### src/rtl/core/fh64_pkg.sv
package fh64_pkg;

    localparam logic [63:0] FH_MULT = 64'h880355f21e6d1965;
    localparam logic [63:0] FH_MIXK = 64'h2127599bf4325c37;
    localparam int unsigned PRE_SHIFT = 23;
    localparam int unsigned POST_SHIFT = 47;

    // Which constant the shared multiplier uses as its second operand.
    localparam logic CONST_MULT = 1'b0;
    localparam logic CONST_MIXK = 1'b1;

    // Keeps the valid low bytes of a word; counts above eight keep all bytes.
    function automatic logic [63:0] mask_bytes(input logic [63:0] word,
                                               input logic [3:0] count);
        logic [63:0] masked;
        masked = word;
        for (int i = 0; i < 8; i++) begin
            if (count < 4'(i + 1)) begin
                masked[8*i +: 8] = 8'h00;
            end
        end
        return masked;
    endfunction

    function automatic logic [63:0] pre_mix(input logic [63:0] v);
        return v ^ (v >> PRE_SHIFT);
    endfunction

    function automatic logic [63:0] post_mix(input logic [63:0] v);
        return v ^ (v >> POST_SHIFT);
    endfunction

endpackage

### src/rtl/core/fasthash64_stream_hash_core.sv
// Streaming fasthash64 core. A message arrives as little-endian 64-bit words, one
// transaction per word, with first and last marks and the valid byte count; the
// transaction marked last produces one result carrying the 64-bit hash and its 32-bit
// fold. All 64-bit multiplies share one 32x32 multiplier: each is built from three
// partial products plus a final accumulate. An accepted item then needs up to four
// multiplies (length scaling on a first word, the word mix, the hash update and the
// final mix), and the block takes no new item until they are done; s_ready is low
// meanwhile. A finished result waits in the output register while the next item is
// taken; the final step of a later message waits only if that register is still
// full. The seed register is 64 bits, at addresses 0 to 7 of the configuration port.
module fasthash64_stream_hash_core
    import fh64_pkg::*;
(
    input  logic        aclk,
    input  logic        aresetn,

    input  logic        psel,
    input  logic        penable,
    input  logic        pwrite,
    input  logic [3:0]  paddr,
    input  logic [63:0] pwdata,
    output logic [63:0] prdata,
    output logic        pready,

    input  logic        s_valid,
    output logic        s_ready,
    input  logic [63:0] s_word,
    input  logic [3:0]  s_byte_count,
    input  logic        s_first,
    input  logic        s_last,
    input  logic [31:0] s_message_length,

    output logic        m_valid,
    input  logic        m_ready,
    output logic [63:0] m_hash64,
    output logic [31:0] m_hash32
);

    localparam logic ST_IDLE = 1'b0;
    localparam logic ST_MUL  = 1'b1;

    localparam logic [1:0] PH_LEN  = 2'd0;
    localparam logic [1:0] PH_MIX  = 2'd1;
    localparam logic [1:0] PH_HMUL = 2'd2;
    localparam logic [1:0] PH_FIN  = 2'd3;

    logic        state_reg, state_next;
    logic [1:0]  phase_reg, phase_next;
    logic [1:0]  step_reg, step_next;
    logic [63:0] a_reg, a_next;
    logic        bsel_reg, bsel_next;
    logic [63:0] prod_reg, prod_next;
    logic [63:0] acc_reg, acc_next;
    logic [63:0] hash_reg, hash_next;
    logic [63:0] seed_reg;
    logic [63:0] word_reg, word_next;
    logic        nz_reg, nz_next;
    logic        last_reg, last_next;
    logic        m_valid_reg, m_valid_next;
    logic [63:0] hash64_reg, hash64_next;
    logic [31:0] hash32_reg, hash32_next;

    logic [63:0] b_const;
    logic [31:0] mul_x, mul_y;
    logic [63:0] mul_sum;
    logic [63:0] in_masked;
    logic [63:0] h_len;
    logic [63:0] h_xor;
    logic [63:0] fin_val;
    logic        cfg_write;
    logic        out_busy;

    assign pready    = 1'b1;
    assign cfg_write = psel && penable && pwrite && !paddr[3];
    assign prdata    = paddr[3] ? 64'd0 : seed_reg;

    assign s_ready  = (state_reg == ST_IDLE);
    assign m_valid  = m_valid_reg;
    assign m_hash64 = hash64_reg;
    assign m_hash32 = hash32_reg;

    // Low 64 bits of a 64x64 product: aL*bL + ((aL*bH + aH*bL) << 32).
    assign b_const = (bsel_reg == CONST_MIXK) ? FH_MIXK : FH_MULT;
    assign mul_x   = (step_reg == 2'd2) ? a_reg[63:32] : a_reg[31:0];
    assign mul_y   = (step_reg == 2'd1) ? b_const[63:32] : b_const[31:0];
    assign mul_sum = acc_reg + {prod_reg[31:0], 32'd0};

    assign in_masked = mask_bytes(s_word, s_byte_count);
    assign h_len     = seed_reg ^ mul_sum;
    assign h_xor     = hash_reg ^ post_mix(mul_sum);
    assign fin_val   = post_mix(mul_sum);
    assign out_busy  = m_valid_reg && !m_ready;

    always_comb begin
        state_next   = state_reg;
        phase_next   = phase_reg;
        step_next    = step_reg;
        a_next       = a_reg;
        bsel_next    = bsel_reg;
        prod_next    = prod_reg;
        acc_next     = acc_reg;
        hash_next    = hash_reg;
        word_next    = word_reg;
        nz_next      = nz_reg;
        last_next    = last_reg;
        hash64_next  = hash64_reg;
        hash32_next  = hash32_reg;
        m_valid_next = m_valid_reg && !m_ready;

        case (state_reg)
            ST_IDLE: begin
                if (s_valid) begin
                    word_next = in_masked;
                    nz_next   = (s_byte_count != 4'd0);
                    last_next = s_last;
                    step_next = 2'd0;
                    if (s_first) begin
                        a_next     = {32'd0, s_message_length};
                        bsel_next  = CONST_MULT;
                        phase_next = PH_LEN;
                        state_next = ST_MUL;
                    end else if (s_byte_count != 4'd0) begin
                        a_next     = pre_mix(in_masked);
                        bsel_next  = CONST_MIXK;
                        phase_next = PH_MIX;
                        state_next = ST_MUL;
                    end else if (s_last) begin
                        a_next     = pre_mix(hash_reg);
                        bsel_next  = CONST_MIXK;
                        phase_next = PH_FIN;
                        state_next = ST_MUL;
                    end
                end
            end
            ST_MUL: begin
                prod_next = mul_x * mul_y;
                case (step_reg)
                    2'd0: begin
                        step_next = 2'd1;
                    end
                    2'd1: begin
                        acc_next  = prod_reg;
                        step_next = 2'd2;
                    end
                    2'd2: begin
                        acc_next  = mul_sum;
                        step_next = 2'd3;
                    end
                    default: begin
                        step_next = 2'd0;
                        case (phase_reg)
                            PH_LEN: begin
                                hash_next = h_len;
                                if (nz_reg) begin
                                    a_next     = pre_mix(word_reg);
                                    bsel_next  = CONST_MIXK;
                                    phase_next = PH_MIX;
                                end else if (last_reg) begin
                                    a_next     = pre_mix(h_len);
                                    bsel_next  = CONST_MIXK;
                                    phase_next = PH_FIN;
                                end else begin
                                    state_next = ST_IDLE;
                                end
                            end
                            PH_MIX: begin
                                a_next     = h_xor;
                                bsel_next  = CONST_MULT;
                                phase_next = PH_HMUL;
                            end
                            PH_HMUL: begin
                                hash_next = mul_sum;
                                if (last_reg) begin
                                    a_next     = pre_mix(mul_sum);
                                    bsel_next  = CONST_MIXK;
                                    phase_next = PH_FIN;
                                end else begin
                                    state_next = ST_IDLE;
                                end
                            end
                            default: begin
                                // The result waits here while the output register is full.
                                if (out_busy) begin
                                    step_next = 2'd3;
                                    prod_next = prod_reg;
                                end else begin
                                    hash64_next  = fin_val;
                                    hash32_next  = fin_val[31:0] - fin_val[63:32];
                                    m_valid_next = 1'b1;
                                    state_next   = ST_IDLE;
                                end
                            end
                        endcase
                    end
                endcase
            end
            default: begin
                state_next = ST_IDLE;
            end
        endcase
    end

    always_ff @(posedge aclk) begin
        if (!aresetn) begin
            state_reg   <= ST_IDLE;
            phase_reg   <= PH_LEN;
            step_reg    <= 2'd0;
            hash_reg    <= 64'd0;
            seed_reg    <= 64'd0;
            m_valid_reg <= 1'b0;
        end else begin
            state_reg   <= state_next;
            phase_reg   <= phase_next;
            step_reg    <= step_next;
            hash_reg    <= hash_next;
            m_valid_reg <= m_valid_next;
            if (cfg_write) begin
                seed_reg <= pwdata;
            end
        end
    end

    always_ff @(posedge aclk) begin
        a_reg      <= a_next;
        bsel_reg   <= bsel_next;
        prod_reg   <= prod_next;
        acc_reg    <= acc_next;
        word_reg   <= word_next;
        nz_reg     <= nz_next;
        last_reg   <= last_next;
        hash64_reg <= hash64_next;
        hash32_reg <= hash32_next;
    end

endmodule
### config.mk
export PLATFORM = sky130hd
export DESIGN_NAME = fasthash64_stream_hash_core
export DESIGN_NICKNAME = d
export VERILOG_FILES = /design/src/rtl/core/fh64_pkg.sv /design/src/rtl/core/fasthash64_stream_hash_core.sv
export SDC_FILE = /design/constraint.sdc
export NUM_CORES = 2
export LEC_CHECK = 0
export BUFFER_PORTS_ARGS = -buffer_cell sky130_fd_sc_hd__buf_2
export CORE_MARGIN = 8
export CORE_UTILIZATION = 45
export DETAILED_ROUTE_END_ITERATION = 8
export PLACE_DENSITY_LB_ADDON = 0.08
export SLEW_MARGIN = 15
export SYNTH_ARGS = -nofsm -noshare
export SYNTH_HDL_FRONTEND = slang
export SYNTH_SLANG_ARGS = --single-unit
### constraint.sdc
create_clock -name aclk -period 9.3 [get_ports aclk]
set_input_delay 0.93 -clock aclk [delete_from_list [all_inputs] [get_ports aclk]]
set_output_delay 0.93 -clock aclk [all_outputs]
set_load 0.02 [all_outputs]
-- Word-level counts from Yosys, hierarchy flattened
Index checks and enable logic that the tools add are counted.
- equality and inequality tests: 11
- muxes and demuxes: 63
- $mul: 1
- magnitude comparators: 8
- reductions and logical operators: 20
- add/subtract/negate cells: 2
- bitwise gates (word level): 12
- operators by type and width (kind ; number):
    two-way mux 64 bit ; 13
    case mux 64 bit (2 select lines) ; 3
    XOR 64 x 41 -> 64 bit ; 5
    case mux 64 bit (3 select lines) ; 1
    XOR 64 bit ; 2
    adder 64 bit ; 1
    multiplier 32 x 32 -> 64 bit ; 1
    two-way mux 32 bit ; 2
    two-way mux 8 bit ; 8
    XOR 64 x 17 -> 64 bit ; 1
    subtractor 32 bit ; 1
    two-way mux 2 bit ; 10
    two-way mux 1 bit ; 18
    less-than comparator 4 x 3 -> 1 bit (second input constant) ; 4
    case mux 2 bit (3 select lines) ; 2
    less-than comparator 4 x 2 -> 1 bit (second input constant) ; 2
    inequality test 4 x 1 -> 1 bit (second input constant) ; 2
    case mux 2 bit (2 select lines) ; 2
    AND reduction 4 bit ; 2
    inequality test 3 bit (second input constant) ; 2
    case mux 1 bit (3 select lines) ; 2
    AND reduction 2 bit ; 3
    AND reduction 6 bit ; 1
    OR reduction 3 bit ; 2
    14 further kinds ; 27
- output and inout bits: 163
- bits in registers: 489
- word-level logic and storage cells: 132

-- Longest topological paths before layout
- depth after elaboration: 8
- mapped depth: 36

-- Least setup slack after synthesis
No wires, ideal clock.
- path kind: register -> register
- from: register step_reg[0]
- to: register prod_reg[45], data pin
- cell stages (with the launch flop): 35
- data arrival time: 9.077 ns
- slack: -0.042 ns
- buffers on the path: 5
- setup time: 0.265 ns
- path through: dfxtp_1 -> inv_1 -> ha_1 -> clkbuf_1 -> clkbuf_1 -> buf_2 -> clkbuf_1 -> mux2i_1 -> inv_1 -> clkbuf_1 -> nand2_1 -> inv_1 -> fa_1 -> fa_1 -> fa_1 -> inv_1 -> fa_1 -> inv_1 -> fa_1 -> inv_1 -> fa_1 -> inv_1 -> fa_1 -> fa_1 -> ha_1 -> a21oi_1 -> o21ai_0 -> a221o_1 -> a2111oi_0 -> o41ai_1 -> a31oi_1 -> o21ai_1 -> a21boi_1 -> o21ai_0 -> xor2_1
- longest elaborated chain between the ends: 6
- RTL lines (what ; RTL line ; RTL):
    from (decl) ; fasthash64_stream_hash_core.sv:49 ; logic [1:0] step_reg, step_next;
    from (signal assigned) ; fasthash64_stream_hash_core.sv:214 ; step_reg <= step_next;
    == test 2 bit / == test 2 x 1 -> 1 bit (equally long branches) ; fasthash64_stream_hash_core.sv:84, fasthash64_stream_hash_core.sv:137, fasthash64_stream_hash_core.sv:85 ;
    two-way mux 32 bit, on equally long branches ; fasthash64_stream_hash_core.sv:84, fasthash64_stream_hash_core.sv:85 ;
    multiplier 32 x 32 -> 64 bit ; fasthash64_stream_hash_core.sv:136 ; prod_next = mul_x * mul_y;
    two-way mux 64 bit ; fasthash64_stream_hash_core.sv:183 ; if (out_busy) begin
    two-way mux 64 bit ; fasthash64_stream_hash_core.sv:151 ; case (phase_reg)
    two-way mux 64 bit (*) ; fasthash64_stream_hash_core.sv:137 ; case (step_reg)
    to (signal assigned) ; fasthash64_stream_hash_core.sv:226 ; prod_reg <= prod_next;
    to (decl) ; fasthash64_stream_hash_core.sv:52 ; logic [63:0] prod_reg, prod_next;
Mark *: on every way between the ends. The rest lies on a longest branch, timed or not. The select of a mux whose other input is x is not followed.
A chain may end at the register's enable or synchronous reset.

-- Worst setup path in the final report
- from: register step_reg[0]
- to: register prod_reg[56], data pin
Same word-level chain as after synthesis.

==> out/qor.txt <==
grt ovf = 0
Hold/Removal Path Class = register to register
Die X-Extent = 371 um
CTS tree = done
wirelength, routed = 222 mm
cell count after synthesis = 5,780
family with the most delay on the worst path = adder cells
grt met2 use = 49.1%
slew margin rel. = 15.5%
Seq cells post-synth = 489
Initial Utilization = 45.3%
post-DR wirelength/cell = 27.7 um
Overall Global Routing Usage = 31.9%
Final nets = 7,704
post-route ant nets = 0
initial antenna violation count = 17
# fillers = 11,800
Fmax achieved = 110 MHz
YS warnings = 0
crit end category = register
die area = 0.138 mm^2
busiest grt layer = met2
Seq/Total Area, Yosys = 23.5%
vias = 44,600
WP data required = 9.66 ns
critical path startpoint category = register
DR pass1 iterations = 8
Synth Flop Type = edfxtp_1
Final Wtd Congestion = 0.972
vias per cell = 5.56
vias in the first global route = 45,000
Final Hold Fails = 0
fin util = 51.5%
Synth-to-Final Area Change = 13.6%
# IOs = 340
CTS Buffer Depth = 3
Syn Std Cell Area = 0.0568 mm^2
CP startpoint = step_reg[0]$_SDFFE_PN0P_
Synthesized Nets = 7,167
async set or reset register ratio after synthesis = 0%
met3 Use GR = 6.73%
initial DRC count = 4,936
CP endpoint = prod_reg[56]$_DFFE_PP_
Pins Over Slew Limit = 0
max incr delay on CP = 0.62 ns
htree depth = 2
worst-case reg-to-reg path depth = 34
CTS root buf = clkbuf_16
worst path buffer plus inverter count = 12
clock-pin slew on the worst setup and hold paths = 0.07 ns
Min Clock Period, post-route = 9.08 ns
Synth cell types = 96
most frequent cells in the layout = inv_1 (1,016), fa_1 (742), nand2_1 (555)
drc violations = 0
clk sinks = 489
Clock Skew = 0.0311 ns
setup slack, reg-to-reg = 0.22 ns
Crit Path Class = register to register
Die Height = 371 um
number of enable flip-flop cells after synthesis = 355
global-route wire length before repair = 318 mm
Port Buffers = 335
Rows = 130
post-CTS setup buffer count = 0
Avg Cell Area, Syn = 9.83 um^2
Crit Reg-Reg Startpoint = step_reg[0]$_SDFFE_PN0P_
Final HPWL DP = 186 mm
CTS Buf Count = 49
setup TNS = 0 ns
max-cap violations = 0
layout cell share with drive strength beyond 1 = 14.3%
status = complete, no violations
met1 global-route usage = 45.2%
core area = 0.125 mm^2
Max Fanout on Critical Path = 9
RSZ-0062 raised after global routing = yes
commonest non-fill, non-tap cell in the layout = inv_1
largest net degree at the start of global routing = 88
Worst Tran Pin Value = 1.25 ns
final worst path period share = 97.6%
cts hold-fix bufs = 0
Final Setup Violations = 0
Slowest-stage cell, CP = fa_1
reg-to-reg critical path endpoint = prod_reg[56]$_DFFE_PP_
number of cells on the critical path = 34
worst-skew pair later-pin latency = 0.63 ns
critical path arrival = 9.43 ns
==> per-stage QoR <==
| step | area [um^2] | worst slack (ns) | cells | hold WS, ns |
|---|---|---|---|---|
| 2_1_floorplan | 56800 | 0.125 | 5780 | 0.424 |
| 3_3_place_gp | 62700 | 0.181 | 7915 | 0.456 |
| 3_5_place_dp | 62700 | 0.103 | 7916 | 0.470 |
| 4_1_cts | 64400 | 0.0926 | 8007 | 0.479 |
| 5_1_grt | 64500 | -0.00449 | 8013 | 0.512 |
| 6_report | 64500 | 0.221 | 8018 | 0.474 |
==> what timing repair did <==
item,4_1_cts,5_1_grt
endpoints found under the setup margin,0,16
gates resized for setup,0,18
hold endpoints to repair,0,0
==> worst min path at each step <==
stage                                   start                   endpoint  slack [ns]  depth (start not counted)
finish              seed_reg[54]$_SDFFE_PN0P_  seed_reg[54]$_SDFFE_PN0P_        0.47                          2
global placement    seed_reg[54]$_SDFFE_PN0P_  seed_reg[54]$_SDFFE_PN0P_        0.46                          2
CTS                 seed_reg[54]$_SDFFE_PN0P_  seed_reg[54]$_SDFFE_PN0P_        0.48                          2
floorplan               acc_reg[31]$_DFFE_PP_     m_hash64[31]$_DFFE_PP_        0.42                          0
detailed placement  seed_reg[54]$_SDFFE_PN0P_  seed_reg[54]$_SDFFE_PN0P_        0.47                          2
global route        seed_reg[54]$_SDFFE_PN0P_  seed_reg[54]$_SDFFE_PN0P_        0.51                          2
==> Yosys cell counts, types with 21 or more instances <==
cell type	instances	area (um^2)
and2_1	73	457
o21a_1	25	188
mux2i_1	49	490
a211oi_1	45	338
o21bai_1	26	195
nor3_1	33	165
mux2_2	31	349
a221oi_1	32	280
nor2_1	298	1120
a21boi_0	68	510
o221ai_1	21	184
inv_1	1017	3820
nand2_1	558	2090
o22ai_1	30	188
nand2b_1	57	357
o211ai_1	29	218
edfxtp_1	355	10700
a21o_1	83	623
xnor2_1	335	2930
clkbuf_1	216	811
o21ai_0	126	631
a31oi_1	27	169
dfxtp_1	134	2680
nand3_1	28	140
xor2_1	175	1530
o211a_1	61	611
nor2b_1	178	1110
a21oi_1	217	1090
fa_1	742	14900
ha_1	468	5860
==> tightest hold or removal path: cells and delay by family, from the launching register on <==
family / cells / cell delay (ns)
AO/OA/AOI/OAI: 1 / 0.07
flip-flops: 1 / 0.31
AND/OR/NAND/NOR: 1 / 0.05
==> per-layer routing <==
metal	vias up	routed length (um)
met5	-	41
met4	6	8030
met3	327	21200
met2	2044	98000
met1	22500	94500
li1	19700	-
==> cells by family after synthesis <==
| family | share of synthesized area [%] |
|---|---|
| buffers and inverters | 8.45 |
| and+or+nand+nor | 10.4 |
| other | 0.00660 |
| muxes | 1.50 |
| xor gates and xnor gates | 8.84 |
| adders and majority gates | 36.5 |
| AOI/OAI and AO/OA | 10.8 |
| DFF | 23.5 |
==> layout make-up <==
| type | count | area, um^2 | share of cell area, % |
|---|---|---|---|
| multi-input combinational | 4015 | 38800 | 60.1 |
| sequential | 489 | 13300 | 20.7 |
| timing repair buffer | 723 | 4710 | 7.30 |
| inverter | 1039 | 3900 | 6.04 |
| tap | 1650 | 2060 | 3.20 |
| clock buffer | 51 | 1230 | 1.91 |
| clock inverter | 40 | 437 | 0.677 |
| antenna | 11 | 27.5 | 0.0427 |
Power is left out: the tool's default activity adds up to more than one toggle a clock period on the data nets, which glitch-free logic cannot reach.
